==> src/hw/rtl/srmc_pkg.sv <==
// srmc_pkg: shared constants and types for the stepper ramp mover.
// No dependencies.
`timescale 1ns / 1ps
`default_nettype none
package srmc_pkg;
    localparam int POSITION_BITS = 24;
    localparam int ANGLE_BITS    = 12;
    localparam int RAMP_DIVISOR  = 5;
    localparam int CFG_IDX_BITS  = 3;
    localparam int CFG_DATA_BITS = 20;

    typedef enum logic [1:0] {
        OP_TICK   = 2'd0,
        OP_MOVE   = 2'd1,
        OP_SAMPLE = 2'd2,
        OP_NOP    = 2'd3
    } opcode_t;

    typedef enum logic [2:0] {
        ST_WORKING   = 3'd0,
        ST_TOLERANCE = 3'd1,
        ST_ZERO_CORR = 3'd2,
        ST_ITER_LIM  = 3'd3,
        ST_SENSOR    = 3'd4,
        ST_OPEN_DONE = 3'd5
    } status_t;

    localparam logic [CFG_IDX_BITS-1:0] REG_START_DELAY = 3'd0;
    localparam logic [CFG_IDX_BITS-1:0] REG_MIN_DELAY   = 3'd1;
    localparam logic [CFG_IDX_BITS-1:0] REG_CORR_DELAY  = 3'd2;
    localparam logic [CFG_IDX_BITS-1:0] REG_TOLERANCE   = 3'd3;
    localparam logic [CFG_IDX_BITS-1:0] REG_MAX_CORR    = 3'd4;
    localparam logic [CFG_IDX_BITS-1:0] REG_MAX_ITER    = 3'd5;
    localparam logic [CFG_IDX_BITS-1:0] REG_STEPS_TURN  = 3'd6;
    localparam logic [CFG_IDX_BITS-1:0] REG_CLOSED_LOOP = 3'd7;

    typedef struct packed {
        logic [1:0]                      opcode;
        logic signed [POSITION_BITS-1:0] target_steps;
        logic [ANGLE_BITS-1:0]           target_angle;
        logic [ANGLE_BITS-1:0]           measured_angle;
        logic                            sample_ok;
    } in_word_t;

    typedef struct packed {
        logic                            step_pulse;
        logic                            direction;
        logic                            busy_res;
        logic                            sample_request;
        logic signed [POSITION_BITS-1:0] position_steps;
        logic [2:0]                      status;
    } out_word_t;
endpackage
`default_nettype wire

==> src/hw/rtl/srmc_if.sv <==
// srmc_if: valid/ready channels carrying one srmc_pkg in_word_t or out_word_t.
// Depends on srmc_pkg for the word types.
`timescale 1ns / 1ps
`default_nettype none
interface srmc_in_if;
    logic                valid;
    logic                ready;
    srmc_pkg::in_word_t  data;
    modport source (output valid, output data, input ready);
    modport sink   (input valid, input data, output ready);
endinterface

interface srmc_out_if;
    logic                valid;
    logic                ready;
    srmc_pkg::out_word_t data;
    modport source (output valid, output data, input ready);
    modport sink   (input valid, input data, output ready);
endinterface
`default_nettype wire

==> src/hw/rtl/stepper_ramp_move_with_correction.sv <==
// stepper_ramp_move_with_correction: one-joint trapezoid step generator with
// sensor correction. Depends on srmc_pkg and srmc_if.sv.
`timescale 1ns / 1ps
`default_nettype none
// channel   | dir | payload                                      | handshake
// in_ch     | in  | opcode, target_steps, target_angle, meas...  | valid/ready
// out_ch    | out | step_pulse, direction, busy_res, ..., status | valid/ready
// cfg       | in  | cfg_we, cfg_index[2:0], cfg_wdata[19:0]      | write enable
//
// Sequence: a tick, sample or ignored word passes accept, update and load.
// A ramp step, or a move that starts stepping, runs the shared shift-subtract
// unit: one restoring-division bit per cycle over 40 bits.
// A sample that starts a correction adds a rounding state, S_CORR.
// The result sits in an output register; the next word is taken while it
// waits, and only the load of the following result stalls on it.
// Reset clears the control state and presets the configuration registers.
module stepper_ramp_move_with_correction (
    input  wire logic                                 clk,
    input  wire logic                                 rst_n,
    srmc_in_if.sink                                   in_ch,
    srmc_out_if.source                                out_ch,
    input  wire logic                                 cfg_we,
    input  wire logic [srmc_pkg::CFG_IDX_BITS-1:0]    cfg_index,
    input  wire logic [srmc_pkg::CFG_DATA_BITS-1:0]   cfg_wdata
);
    localparam int PB = srmc_pkg::POSITION_BITS;
    localparam int AB = srmc_pkg::ANGLE_BITS;
    localparam int DW = PB + 16;              // dividend width for k*(s-m)
    localparam int CW = $clog2(DW + 1);

    typedef enum logic [1:0] {PH_IDLE, PH_MOVE, PH_WAIT, PH_CORR} phase_t;
    typedef enum logic [2:0] {
        S_IN, S_EXEC, S_DIV, S_DIVEND, S_CORR, S_OUT
    } seq_t;

    // configuration
    logic [15:0] start_reg, min_reg, corr_delay_reg, max_corr_reg;
    logic [10:0] tol_reg;
    logic [7:0]  max_iter_reg;
    logic [19:0] spt_reg;
    logic        cl_reg;

    always_ff @(posedge clk or negedge rst_n)
    begin
        if (!rst_n)
        begin
            start_reg      <= 16'd5000;
            min_reg        <= 16'd1800;
            corr_delay_reg <= 16'd1500;
            tol_reg        <= 11'd57;
            max_corr_reg   <= 16'd2200;
            max_iter_reg   <= 8'd30;
            spt_reg        <= 20'd3200;
            cl_reg         <= 1'b1;
        end
        else if (cfg_we)
        begin
            unique case (cfg_index)
                srmc_pkg::REG_START_DELAY: start_reg      <= cfg_wdata[15:0];
                srmc_pkg::REG_MIN_DELAY:   min_reg        <= cfg_wdata[15:0];
                srmc_pkg::REG_CORR_DELAY:  corr_delay_reg <= cfg_wdata[15:0];
                srmc_pkg::REG_TOLERANCE:   tol_reg        <= cfg_wdata[10:0];
                srmc_pkg::REG_MAX_CORR:    max_corr_reg   <= cfg_wdata[15:0];
                srmc_pkg::REG_MAX_ITER:    max_iter_reg   <= cfg_wdata[7:0];
                srmc_pkg::REG_STEPS_TURN:  spt_reg        <= cfg_wdata[19:0];
                default:                   cl_reg         <= cfg_wdata[0];
            endcase
        end
    end

    // state
    seq_t                 seq_reg;
    phase_t               phase_reg;
    srmc_pkg::in_word_t   w_reg;
    logic signed [PB-1:0] pos_reg;
    logic [PB-1:0]        n_reg, idx_reg;
    logic [PB-1:0]        ramp_reg;  // ramp length of the current move
    logic [15:0]          dly_reg;
    logic                 dir_reg, pulse_reg;
    logic [7:0]           iter_reg;
    logic [AB-1:0]        goal_reg;
    logic [2:0]           last_reg;
    // shared shift-subtract unit
    logic [DW-1:0]        num_reg;   // dividend, shifts out quotient bits
    logic [PB:0]          rem_reg;
    logic [PB-1:0]        den_reg;
    logic [CW-1:0]        cnt_reg;
    logic                 ramp_div_reg; // dividing n by the ramp divisor
    logic [15:0]          base_reg;  // start delay for the ramp step
    logic                 up_reg;    // s >= m: subtract rounded-up quotient
    logic [AB+20-1:0]     prod_reg;
    logic                 corr_dir_reg;
    srmc_pkg::out_word_t  out_reg;
    logic                 ovalid_reg;

    localparam logic signed [PB-1:0] PMAX = {1'b0, {(PB-1){1'b1}}};
    localparam logic signed [PB-1:0] PMIN = {1'b1, {(PB-1){1'b0}}};
    localparam logic [AB:0] HALF = {2'b01, {(AB-1){1'b0}}};
    localparam logic signed [AB+1:0] HALF_S = {3'b001, {(AB-1){1'b0}}};
    localparam logic signed [AB+1:0] TURN_S = {2'b01, {AB{1'b0}}};

    // combinational helpers
    logic [PB-1:0] idx_inc;
    logic [PB:0]   rem_sh, rem_sub;
    logic signed [AB+1:0] err0, err;
    logic [AB:0]   err_mag;
    logic [PB:0]   diff;
    logic signed [PB:0] diff_s;
    logic [PB-1:0] ramp_k;
    logic [15:0]   ramp_span;
    logic [AB+19:0] corr_round, corr_steps;
    logic          is_step, ramp_div_go, move_go, corr_go;

    assign idx_inc  = idx_reg + PB'(1);
    assign rem_sh   = {rem_reg[PB-1:0], num_reg[DW-1]};
    assign rem_sub  = rem_sh - {1'b0, den_reg};
    assign err0 = $signed({2'b00, goal_reg}) - $signed({2'b00, w_reg.measured_angle});
    always_comb
    begin
        err = err0;
        if (err0 > HALF_S)
            err = err0 - TURN_S;
        else if (err0 < -HALF_S)
            err = err0 + TURN_S;
        err_mag = err[AB+1] ? (AB+1)'(-err) : (AB+1)'(err);
    end
    assign diff_s = $signed({w_reg.target_steps[PB-1], w_reg.target_steps})
                  - $signed({pos_reg[PB-1], pos_reg});
    assign diff = diff_s[PB] ? (PB+1)'(-diff_s) : (PB+1)'(diff_s);

    assign ramp_k    = (idx_inc < ramp_reg) ? idx_inc : n_reg - idx_inc;
    assign ramp_span = (start_reg >= min_reg) ? start_reg - min_reg : min_reg - start_reg;
    assign corr_round = (prod_reg + (AB+20)'(HALF)) >> AB;
    assign corr_steps = (corr_round > (AB+20)'(max_corr_reg)) ? (AB+20)'(max_corr_reg)
                                                              : corr_round;

    // where S_EXEC goes next
    assign is_step = w_reg.opcode == srmc_pkg::OP_TICK &&
                     (phase_reg == PH_MOVE || phase_reg == PH_CORR) && dly_reg <= 16'd1;
    assign ramp_div_go = is_step && !(idx_inc >= n_reg) && phase_reg == PH_MOVE &&
                         n_reg >= PB'(2) &&
                         (idx_inc < ramp_reg || idx_inc > n_reg - ramp_reg);
    assign move_go = w_reg.opcode == srmc_pkg::OP_MOVE && phase_reg == PH_IDLE &&
                     diff != '0;
    assign corr_go = w_reg.opcode == srmc_pkg::OP_SAMPLE && phase_reg == PH_WAIT &&
                     w_reg.sample_ok && err_mag > (AB+1)'(tol_reg);

    assign in_ch.ready  = (seq_reg == S_IN);
    assign out_ch.valid = ovalid_reg;
    assign out_ch.data  = out_reg;

    always_ff @(posedge clk or negedge rst_n)
    begin
        if (!rst_n)
        begin
            seq_reg    <= S_IN;
            phase_reg  <= PH_IDLE;
            pos_reg    <= '0;
            n_reg      <= '0;
            idx_reg    <= '0;
            ramp_reg   <= '0;
            dly_reg    <= '0;
            dir_reg    <= 1'b0;
            pulse_reg  <= 1'b0;
            iter_reg   <= '0;
            goal_reg   <= '0;
            last_reg   <= srmc_pkg::ST_WORKING;
            ovalid_reg <= 1'b0;
            cnt_reg    <= '0;
        end
        else
        begin
            if (out_ch.valid && out_ch.ready && seq_reg != S_OUT)
                ovalid_reg <= 1'b0;
            unique case (seq_reg)
                S_IN:
                begin
                    pulse_reg <= 1'b0;
                    if (in_ch.valid && in_ch.ready)
                    begin
                        w_reg   <= in_ch.data;
                        seq_reg <= S_EXEC;
                    end
                end
                S_EXEC:
                begin
                    seq_reg <= (ramp_div_go || move_go) ? S_DIV
                             : corr_go ? S_CORR : S_OUT;
                    if (w_reg.opcode == srmc_pkg::OP_TICK &&
                        (phase_reg == PH_MOVE || phase_reg == PH_CORR))
                    begin
                        if (dly_reg > 16'd1)
                            dly_reg <= dly_reg - 16'd1;
                        else
                        begin
                            pulse_reg <= 1'b1;
                            if (dir_reg)
                            begin
                                if (pos_reg != PMAX) pos_reg <= pos_reg + PB'(1);
                            end
                            else if (pos_reg != PMIN)
                                pos_reg <= pos_reg - PB'(1);
                            idx_reg <= idx_inc;
                            if (idx_inc >= n_reg)
                            begin
                                dly_reg <= '0;
                                if (phase_reg == PH_MOVE)
                                begin
                                    iter_reg <= '0;
                                    if (!cl_reg)
                                    begin
                                        phase_reg <= PH_IDLE;
                                        last_reg  <= srmc_pkg::ST_OPEN_DONE;
                                    end
                                    else if (max_iter_reg == 8'd0)
                                    begin
                                        phase_reg <= PH_IDLE;
                                        last_reg  <= srmc_pkg::ST_ITER_LIM;
                                    end
                                    else
                                        phase_reg <= PH_WAIT;
                                end
                                else
                                begin
                                    iter_reg <= iter_reg + 8'd1;
                                    if (iter_reg + 8'd1 >= max_iter_reg)
                                    begin
                                        phase_reg <= PH_IDLE;
                                        last_reg  <= srmc_pkg::ST_ITER_LIM;
                                    end
                                    else
                                        phase_reg <= PH_WAIT;
                                end
                            end
                            else if (phase_reg == PH_CORR)
                                dly_reg <= (corr_delay_reg == 16'd0) ? 16'd1
                                                                     : corr_delay_reg;
                            else
                            begin
                                // ramp delay for step idx_inc of n_reg
                                priority if (n_reg < PB'(2))
                                    dly_reg <= (start_reg == 16'd0) ? 16'd1 : start_reg;
                                else if (idx_inc < ramp_reg ||
                                         idx_inc > n_reg - ramp_reg)
                                begin
                                    // k*(|s-m|) set up for the divider
                                    num_reg  <= {16'd0, ramp_k} * {{(PB-16){1'b0}}, ramp_span};
                                    den_reg  <= ramp_reg;
                                    rem_reg  <= '0;
                                    cnt_reg  <= '0;
                                    ramp_div_reg <= 1'b0;
                                    base_reg <= start_reg;
                                    up_reg   <= start_reg >= min_reg;
                                end
                                else
                                    dly_reg <= (min_reg == 16'd0) ? 16'd1 : min_reg;
                            end
                        end
                    end
                    else if (w_reg.opcode == srmc_pkg::OP_MOVE && phase_reg == PH_IDLE)
                    begin
                        goal_reg <= w_reg.target_angle;
                        if (diff == '0)
                        begin
                            // zero-length move: done at once, never corrects
                            phase_reg <= PH_IDLE;
                            last_reg  <= (cl_reg && max_iter_reg == 8'd0)
                                         ? srmc_pkg::ST_ITER_LIM : srmc_pkg::ST_OPEN_DONE;
                            if (cl_reg) iter_reg <= '0;
                        end
                        else
                        begin
                            last_reg  <= srmc_pkg::ST_WORKING;
                            dir_reg   <= !diff_s[PB];
                            n_reg     <= diff[PB-1:0];
                            idx_reg   <= '0;
                            dly_reg   <= (start_reg == 16'd0) ? 16'd1 : start_reg;
                            phase_reg <= PH_MOVE;
                            // ramp length n / RAMP_DIVISOR on the shared divider
                            num_reg   <= DW'(diff[PB-1:0]);
                            den_reg   <= PB'(srmc_pkg::RAMP_DIVISOR);
                            rem_reg   <= '0;
                            cnt_reg   <= '0;
                            ramp_div_reg <= 1'b1;
                        end
                    end
                    else if (w_reg.opcode == srmc_pkg::OP_SAMPLE && phase_reg == PH_WAIT)
                    begin
                        if (!w_reg.sample_ok)
                        begin
                            phase_reg <= PH_IDLE;
                            last_reg  <= srmc_pkg::ST_SENSOR;
                        end
                        else if (err_mag <= (AB+1)'(tol_reg))
                        begin
                            phase_reg <= PH_IDLE;
                            last_reg  <= srmc_pkg::ST_TOLERANCE;
                        end
                        else
                        begin
                            corr_dir_reg <= !err[AB+1] && err != '0;
                            prod_reg <= (AB+20)'(err_mag) * (AB+20)'(spt_reg);
                        end
                    end
                end
                S_DIV:
                begin
                    // one restoring division bit per cycle
                    num_reg <= {num_reg[DW-2:0], ~rem_sub[PB]};
                    rem_reg <= rem_sub[PB] ? rem_sh : rem_sub;
                    cnt_reg <= cnt_reg + CW'(1);
                    if (cnt_reg == CW'(DW - 1))
                        seq_reg <= S_DIVEND;
                end
                S_DIVEND:
                begin
                    // quotient in num_reg, remainder in rem_reg
                    if (ramp_div_reg)
                        ramp_reg <= (num_reg[PB-1:0] == '0) ? PB'(1) : num_reg[PB-1:0];
                    else if (up_reg)
                        dly_reg <= (base_reg - 16'(num_reg[PB-1:0])
                                    - 16'(rem_reg != '0)) == 16'd0 ? 16'd1
                                   : base_reg - 16'(num_reg[PB-1:0]) - 16'(rem_reg != '0);
                    else
                        dly_reg <= (base_reg + 16'(num_reg[PB-1:0])) == 16'd0 ? 16'd1
                                   : base_reg + 16'(num_reg[PB-1:0]);
                    seq_reg <= S_OUT;
                end
                S_CORR:
                begin
                    seq_reg <= S_OUT;
                    if (corr_steps == '0)
                    begin
                        phase_reg <= PH_IDLE;
                        last_reg  <= srmc_pkg::ST_ZERO_CORR;
                    end
                    else
                    begin
                        n_reg     <= PB'(corr_steps);
                        idx_reg   <= '0;
                        dly_reg   <= (corr_delay_reg == 16'd0) ? 16'd1
                                                               : corr_delay_reg;
                        dir_reg   <= corr_dir_reg;
                        phase_reg <= PH_CORR;
                    end
                end
                default:
                begin
                    // S_OUT: load the result word once the register is free
                    if (!ovalid_reg || out_ch.ready)
                    begin
                        out_reg.step_pulse     <= pulse_reg;
                        out_reg.direction      <= dir_reg;
                        out_reg.busy_res       <= phase_reg != PH_IDLE;
                        out_reg.sample_request <= phase_reg == PH_WAIT;
                        out_reg.position_steps <= pos_reg;
                        out_reg.status         <= (phase_reg != PH_IDLE)
                                                  ? srmc_pkg::ST_WORKING : last_reg;
                        ovalid_reg <= 1'b1;
                        seq_reg    <= S_IN;
                    end
                end
            endcase
        end
    end
endmodule
`default_nettype wire

==> src/flat_wrapper.sv <==
// flat-port wrapper written by rule: the top's interface ports become plain ports
module stepper_ramp_move_with_correction_flat 
  (clk, rst_n, cfg_we, cfg_index, cfg_wdata, in_ch_valid, in_ch_data, in_ch_ready, out_ch_valid, out_ch_data, out_ch_ready);
  srmc_in_if in_ch_i ();
  srmc_out_if out_ch_i ();
  input  wire logic clk;
  input  wire logic rst_n;
  input  wire logic cfg_we;
  input  wire logic [srmc_pkg::CFG_IDX_BITS-1:0] cfg_index;
  input  wire logic [srmc_pkg::CFG_DATA_BITS-1:0] cfg_wdata;
  input wire logic [$bits(in_ch_i.valid)-1:0] in_ch_valid;
  input wire logic [$bits(in_ch_i.data)-1:0] in_ch_data;
  output wire logic [$bits(in_ch_i.ready)-1:0] in_ch_ready;
  output wire logic [$bits(out_ch_i.valid)-1:0] out_ch_valid;
  output wire logic [$bits(out_ch_i.data)-1:0] out_ch_data;
  input wire logic [$bits(out_ch_i.ready)-1:0] out_ch_ready;
  assign in_ch_i.valid = in_ch_valid;
  assign in_ch_i.data = in_ch_data;
  assign in_ch_ready = in_ch_i.ready;
  assign out_ch_valid = out_ch_i.valid;
  assign out_ch_data = out_ch_i.data;
  assign out_ch_i.ready = out_ch_ready;
  stepper_ramp_move_with_correction u_core (.clk(clk), .rst_n(rst_n), .in_ch(in_ch_i), .out_ch(out_ch_i), .cfg_we(cfg_we), .cfg_index(cfg_index), .cfg_wdata(cfg_wdata));
endmodule
==> config.mk <==
export PLATFORM = sky130hd
export DESIGN_NAME = stepper_ramp_move_with_correction_flat
export DESIGN_NICKNAME = d
export VERILOG_FILES = /design/src/hw/rtl/srmc_pkg.sv /design/src/hw/rtl/srmc_if.sv /design/src/hw/rtl/stepper_ramp_move_with_correction.sv /design/src/flat_wrapper.sv
export SDC_FILE = /design/constraint.sdc
export NUM_CORES = 2
export LEC_CHECK = 0
export ABC_AREA = 1
export BUFFER_PORTS_ARGS = -buffer_cell sky130_fd_sc_hd__buf_2
export CAP_MARGIN = 20
export CELL_PAD_IN_SITES_DETAIL_PLACEMENT = 1
export CELL_PAD_IN_SITES_GLOBAL_PLACEMENT = 2
export CORE_ASPECT_RATIO = 1.25
export CORE_MARGIN = 5
export CORE_UTILIZATION = 43
export CTS_BUF_LIST = sky130_fd_sc_hd__clkbuf_16
export DETAILED_ROUTE_END_ITERATION = 8
export PLACE_DENSITY = 0.86
export SYNTH_ARGS = -nofsm -noshare
export SYNTH_HDL_FRONTEND = slang
export SYNTH_SLANG_ARGS = --single-unit
==> constraint.sdc <==
create_clock -name clk -period 13.95 [get_ports clk]
set_clock_uncertainty 0.15 [all_clocks]
set_input_delay 2.79 -clock clk [delete_from_list [all_inputs] [get_ports clk]]
set_output_delay 2.79 -clock clk [all_outputs]
set_load 0.02 [all_outputs]
# Word level (Yosys, flattened, before mapping)
# Index checks and enable logic that the tools add are counted.
[classes] n_addsub=21 n_mul=2 div=0 magnitude_cmp=14 n_eq_ne=50 n_shift=0 mux=136 n_bitwise=10 n_reduce_logical=79
[op_table] operator="24-bit 2-to-1 mux" count=22
[op_table] operator="40-bit 2-to-1 mux" count=8
[op_table] operator="16-bit 2-to-1 mux" count=17
[op_table] operator="25-bit 2-to-1 mux" count=10
[op_table] operator="24-bit one-hot mux with 2 select lines" count=2
[op_table] operator="16-bit zero test" count=5
[op_table] operator="40-bit one-hot mux with 2 select lines" count=1
[op_table] operator="8-bit 2-to-1 mux" count=7
[op_table] operator="3-bit 2-to-1 mux" count=18
[op_table] operator="25-bit one-hot mux with 2 select lines" count=1
[op_table] operator="25-bit nonzero test" count=2
[op_table] operator="6-bit 2-to-1 mux" count=8
[op_table] operator="24-bit inequality test (second input constant)" count=2
[op_table] operator="16-bit one-hot mux with 3 select lines" count=1
[op_table] operator="16-bit subtractor" count=3
[op_table] operator="24-bit subtractor" count=2
[op_table] operator="24-bit by 16-bit multiplier with 40-bit output" count=1
[op_table] operator="32-bit by 12-bit adder with 32-bit output (second input constant)" count=1
[op_table] operator="32-bit zero test" count=1
[op_table] operator="13-bit by 20-bit multiplier with 32-bit output" count=1
[op_table] operator="14-bit 2-to-1 mux" count=2
[op_table] operator="2-bit inequality test (second input constant)" count=13
[op_table] operator="25-bit zero test" count=1
[op_table] operator="25-bit negation" count=1
[op_table] operator="other kinds (73)" count=182
[word_totals] reg_bits=475 latchBits=0 ram_bits=0 romBits=0 inputBits=79 output_inout_bits=33 n_memories=0

# Longest topological paths before layout
[logic_depth] ltp_word=13 ltp_mapped=55

# Least setup slack after synthesis
# No wires, ideal clock.
[synth_path] kind="register to register" startpoint="register u_core.idx_reg[0]" endpoint="register u_core.num_reg[33], data pin" setup_ns=0.258 t_arrival_ns=8.904 slack_ns=4.638 path_stages_with_launch=50 path_buffers=3 period_less_slack_ns=9.312 path_cell_list="dfrtp_1 ha_1 nand2_1 inv_1 nand3_1 nor2_1 inv_1 nor3_1 nand4_1 nor2_1 nand4_1 xor2_1 inv_1 ha_1 nand4_1 o221a_2 nand2_1 buf_2 (+14 left out) inv_1 ha_1 nand2_1 nor2_1 inv_1 o21ai_0 a21oi_1 o21ai_0 nand2_1 nand2_1 nand2_1 nand2_1 a21o_1 nand3_1 nand2_1 a21oi_1 o21ai_0 nand2_1"
[synth_via] elab_chain_cells=11 elab_cells_between_ends=12
[synth_lines] element="start, declared" line="stepper_ramp_move_with_correction.sv:76" rtl="logic [PB-1:0] n_reg, idx_reg;"
[synth_lines] element="start signal, assigned" line="stepper_ramp_move_with_correction.sv:203" rtl="idx_reg <= idx_inc;"
[synth_lines] element="24-bit by 1-bit adder with 24-bit output (*)" line="stepper_ramp_move_with_correction.sv:114" rtl="assign idx_inc = idx_reg + PB'(1);"
[synth_lines] element="24-bit subtractor / 24-bit less-than comparator (equally long branches)" line="stepper_ramp_move_with_correction.sv:131" rtl="assign ramp_k = (idx_inc < ramp_reg) ? idx_inc : n_reg - idx_inc;"
[synth_lines] element="24-bit 2-to-1 mux (*)" line="stepper_ramp_move_with_correction.sv:131"
[synth_lines] element="24-bit by 16-bit multiplier with 40-bit output (*)" line="stepper_ramp_move_with_correction.sv:247" rtl="num_reg <= {16'd0, ramp_k} * {{(PB-16){1'b0}}, ramp_span};"
[synth_lines] element="40-bit 2-to-1 mux (*)" line="stepper_ramp_move_with_correction.sv:243" rtl="else if (idx_inc < ramp_reg ||"
[synth_lines] element="40-bit 2-to-1 mux (*)" line="stepper_ramp_move_with_correction.sv:241" rtl="priority if (n_reg < PB'(2))"
[synth_lines] element="40-bit 2-to-1 mux (*)" line="stepper_ramp_move_with_correction.sv:235" rtl="else if (phase_reg == PH_CORR)"
[synth_lines] element="40-bit 2-to-1 mux (*)" line="stepper_ramp_move_with_correction.sv:204" rtl="if (idx_inc >= n_reg)"
[synth_lines] element="40-bit 2-to-1 mux (*)" line="stepper_ramp_move_with_correction.sv:192" rtl="if (dly_reg > 16'd1)"
[synth_lines] element="40-bit 2-to-1 mux (*)" line="stepper_ramp_move_with_correction.sv:189" rtl="if (w_reg.opcode == srmc_pkg::OP_TICK &&"
[synth_lines] element="40-bit one-hot mux with 2 select lines (*)" line="stepper_ramp_move_with_correction.sv:175" rtl="unique case (seq_reg)"
[synth_lines] element="end signal, assigned" line="stepper_ramp_move_with_correction.sv:247"
[synth_lines] element="end signal, assigned" line="stepper_ramp_move_with_correction.sv:280" rtl="num_reg <= DW'(diff[PB-1:0]);"
[synth_lines] element="end signal, assigned" line="stepper_ramp_move_with_correction.sv:309" rtl="num_reg <= {num_reg[DW-2:0], ~rem_sub[PB]};"
[synth_lines] element="end, declared" line="stepper_ramp_move_with_correction.sv:84" rtl="logic [DW-1:0] num_reg;"
# Mark *: on every way between the ends. The rest lies on a longest branch, timed or not. The select of a mux whose other input is x is not followed.
# A chain may end at the register's enable or synchronous reset.

# Worst setup path in the final report
[layout_path] startpoint="register u_core.idx_reg[0]" endpoint="register u_core.num_reg[34], data pin"
# The elaborated chain is that of the path after synthesis.

==> flow_metrics.tcl <==
set metrics [dict create \
    status "finished clean" \
    yosysSeqAreaShare_pct 23.6 \
    grtUsageTotal_pct 29.5 \
    finalHoldViolations 0 \
    cp-end-kind "flop" \
    crit_top_cell "nand2_1" \
    worst-r2r-setup-slack_ns 1.50 \
    largest_register_ffs 51 \
    port_buffers 111 \
    cp_slowest_cell "o21ai_0" \
    drtPass1Iterations 5 \
    r2r_start "u_core.idx_reg[0]" \
    place.gp.congestion 0.945 \
    synth-seq-cells 464 \
    die_y_microns 406 \
    cp.arrival_ns 12.73 \
    htree_levels 2 \
    cts_tree "yes" \
    whs_endpoint "u_core.out_ch.data[30]" \
    synthArstFlopShare_pct 54.5 \
    cpLargestDelayFamily "adder cells" \
    grt_pass1_vias 51900 \
    nFillCells 15600 \
    multi_input_area_sq_um 35700 \
    die-area_sq_um 133000 \
    worst-path-buf-inv 9 \
    hold_start "u_core.pulse_reg" \
    setup_violations 0 \
    hold_class "reg2reg" \
    clk_latency_ns 0.69 \
    detail_route.wl_per_cell_microns 22.6 \
    initial_core_util_pct 43.2 \
    ant_nets 0 \
    setup_tns_ns 0 \
    clk_pin_slew_ns 0.06 \
    layout.nets 8097 \
    design.core.area_sq_um 125000 \
    tightest_slew_ns 1.11 \
    min_period_ns 12.45 \
    io_pins 112 \
    required_ns 14.23 \
    grt_max_degree 149 \
    cts_setup_buffers 0 \
    hold_buffers 0 \
    drt_iter0_markers 2728 \
    hold_depth 0 \
    viasPerCell 5.48 \
    drv_slew 0 \
    seqCellArea_sq_um 12700 \
    slowest_delay_ns 0.75 \
    synth.cell_area_sq_um 53900 \
    cts_resized 0 \
    synthCells 6960 \
    root_buffer "clkbuf_16" \
    dr_total_vias 47700 \
    rr_worst_depth 45 \
    startpoint_type "flop" \
    synth.distinct_cells 75 \
    worstPathMaxFanout 32 \
    drive_above_1_share_pct 5.69 \
    drcViolationCount 0 \
    rsz0062_at_grt "no" \
    dp_hpwl_mm 161 \
    r2r_end "u_core.num_reg[34]" \
    grt_overflow 0 \
    cts_buffer_depth 3 \
    syn_area_per_cell_sq_um 7.74 \
    fin_crit_sh_pct 89.3 \
    yosysWarnings 0 \
    area_delta_synth_final_pct 7.84 \
    worstSetupPathType "reg2reg" \
    rows 145 \
    antenna_found_initial 5 \
    numCtsBuffers 55 \
    clock_sinks 464 \
    synth_edf_count 211 \
    ys.flop_type "dfrtp_1" \
    relSlewSlack_pct 25.8 \
    fp.dieW_microns 327 \
    max_freq_mhz 80.3 \
    wl_mm 197 \
    grt_pass1_wl_mm 302 \
    maxCapViolations 0 \
]
[worst max path at each step]
stage | slack [ns] | to | depth (start not counted) | start
2_1_floorplan | 4.64 | u_core.num_reg[33] | 49 | u_core.idx_reg[0]
3_3_place_gp | 1.98 | u_core.num_reg[34] | 45 | u_core.idx_reg[0]
3_5_place_dp | 1.68 | u_core.num_reg[34] | 45 | u_core.idx_reg[0]
4_1_cts | 1.60 | u_core.num_reg[34] | 46 | u_core.idx_reg[0]
5_1_grt | 0.74 | u_core.num_reg[34] | 46 | u_core.idx_reg[0]
6_report | 1.50 | u_core.num_reg[34] | 45 | u_core.idx_reg[0]
[Yosys cell counts (7+ instances only)]
cell,number,share of area (%)
nand2_1,1580,11
inv_1,1290,9.0
nor2_1,627,4.4
fa_1,513,19
ha_1,472,11
o21ai_0,405,3.8
a21oi_1,385,3.6
nand3_1,273,2.5
dfrtp_1,221,10
edfxtp_1,211,12
xor2_1,145,2.4
clkbuf_1,120,0.84
nand4_1,82,0.95
xnor2_1,72,1.2
nor3_1,63,0.58
nor4_1,48,0.56
a31oi_1,39,0.45
dfstp_2,32,1.6
buf_2,31,0.29
o21ai_2,23,0.37
o21bai_1,23,0.32
nand3b_1,19,0.26
a21o_1,18,0.25
a211oi_1,17,0.24
clkinv_1,17,0.12
o221ai_1,16,0.26
o21a_1,15,0.21
nand2_2,14,0.16
inv_2,12,0.084
nand3_2,12,0.22
mux2_2,11,0.23
o31ai_1,11,0.15
o211ai_1,10,0.14
o21ai_1,10,0.093
o22ai_1,9,0.10
a221oi_1,8,0.13
buf_1,8,0.056
and3_1,7,0.081
or2_2,7,0.081
[cell usage in the layout (no fill, tap or decap), drive strengths merged, types with 65 or more instances in the layout]
| cell | instances |
|---|---|
| nand2 | 1599 |
| inv | 1321 |
| nor2 | 639 |
| fa | 513 |
| ha | 472 |
| o21ai | 438 |
| a21oi | 386 |
| nand3 | 286 |
| dfrtp | 221 |
| edfxtp | 211 |
| buf | 166 |
| xor2 | 147 |
| nand4 | 83 |
| xnor2 | 72 |
| nor3 | 65 |
[layout make-up]
type | count | share of cell area, %
antenna | 1 | 0.00431
inverter | 1320 | 8.53
timing repair buffer | 166 | 1.72
clock buffer | 56 | 2.41
tap | 1617 | 3.48
multi-input combinational | 5026 | 61.4
sequential | 464 | 21.9
clock inverter | 47 | 0.629
[cell families after synthesis]
kind of cell	share of synthesized area (%)
AND/OR/NAND/NOR	21.4
buffers and inverters	10.5
AO/OA/AOI/OAI	10.6
adder cells (fa/ha/maj)	30.0
flip-flops	23.6
XOR/XNOR	3.59
multiplexers	0.286
other	0.0139
[per-layer routing]
metal / global-route usage (%) / vias to the layer above / routed length [microns]
met5: 0 / - / 0
met4: 14.2 / 0 / 11600
met3: 2.92 / 453 / 7590
met2: 56.5 / 1068 / 104000
met1: 32.6 / 23900 / 73600
li1: - / 22200 / -
[stage by stage]
step	worst slack, ns	util, %	hold WS (ns)	instance area [sq um]	cells
floorplan	4.64	-	0.275	54000	6977
global placement	1.98	45.1	0.312	56300	8591
detailed placement	1.68	45.1	0.293	56300	8592
CTS	1.60	46.5	0.304	58100	8695
global route	0.738	46.6	0.309	58100	8696
finish	1.50	46.6	0.300	58100	8697
Power is not shown: default switching activity piles up to over one toggle a cycle in this logic, so the estimate is an artifact.
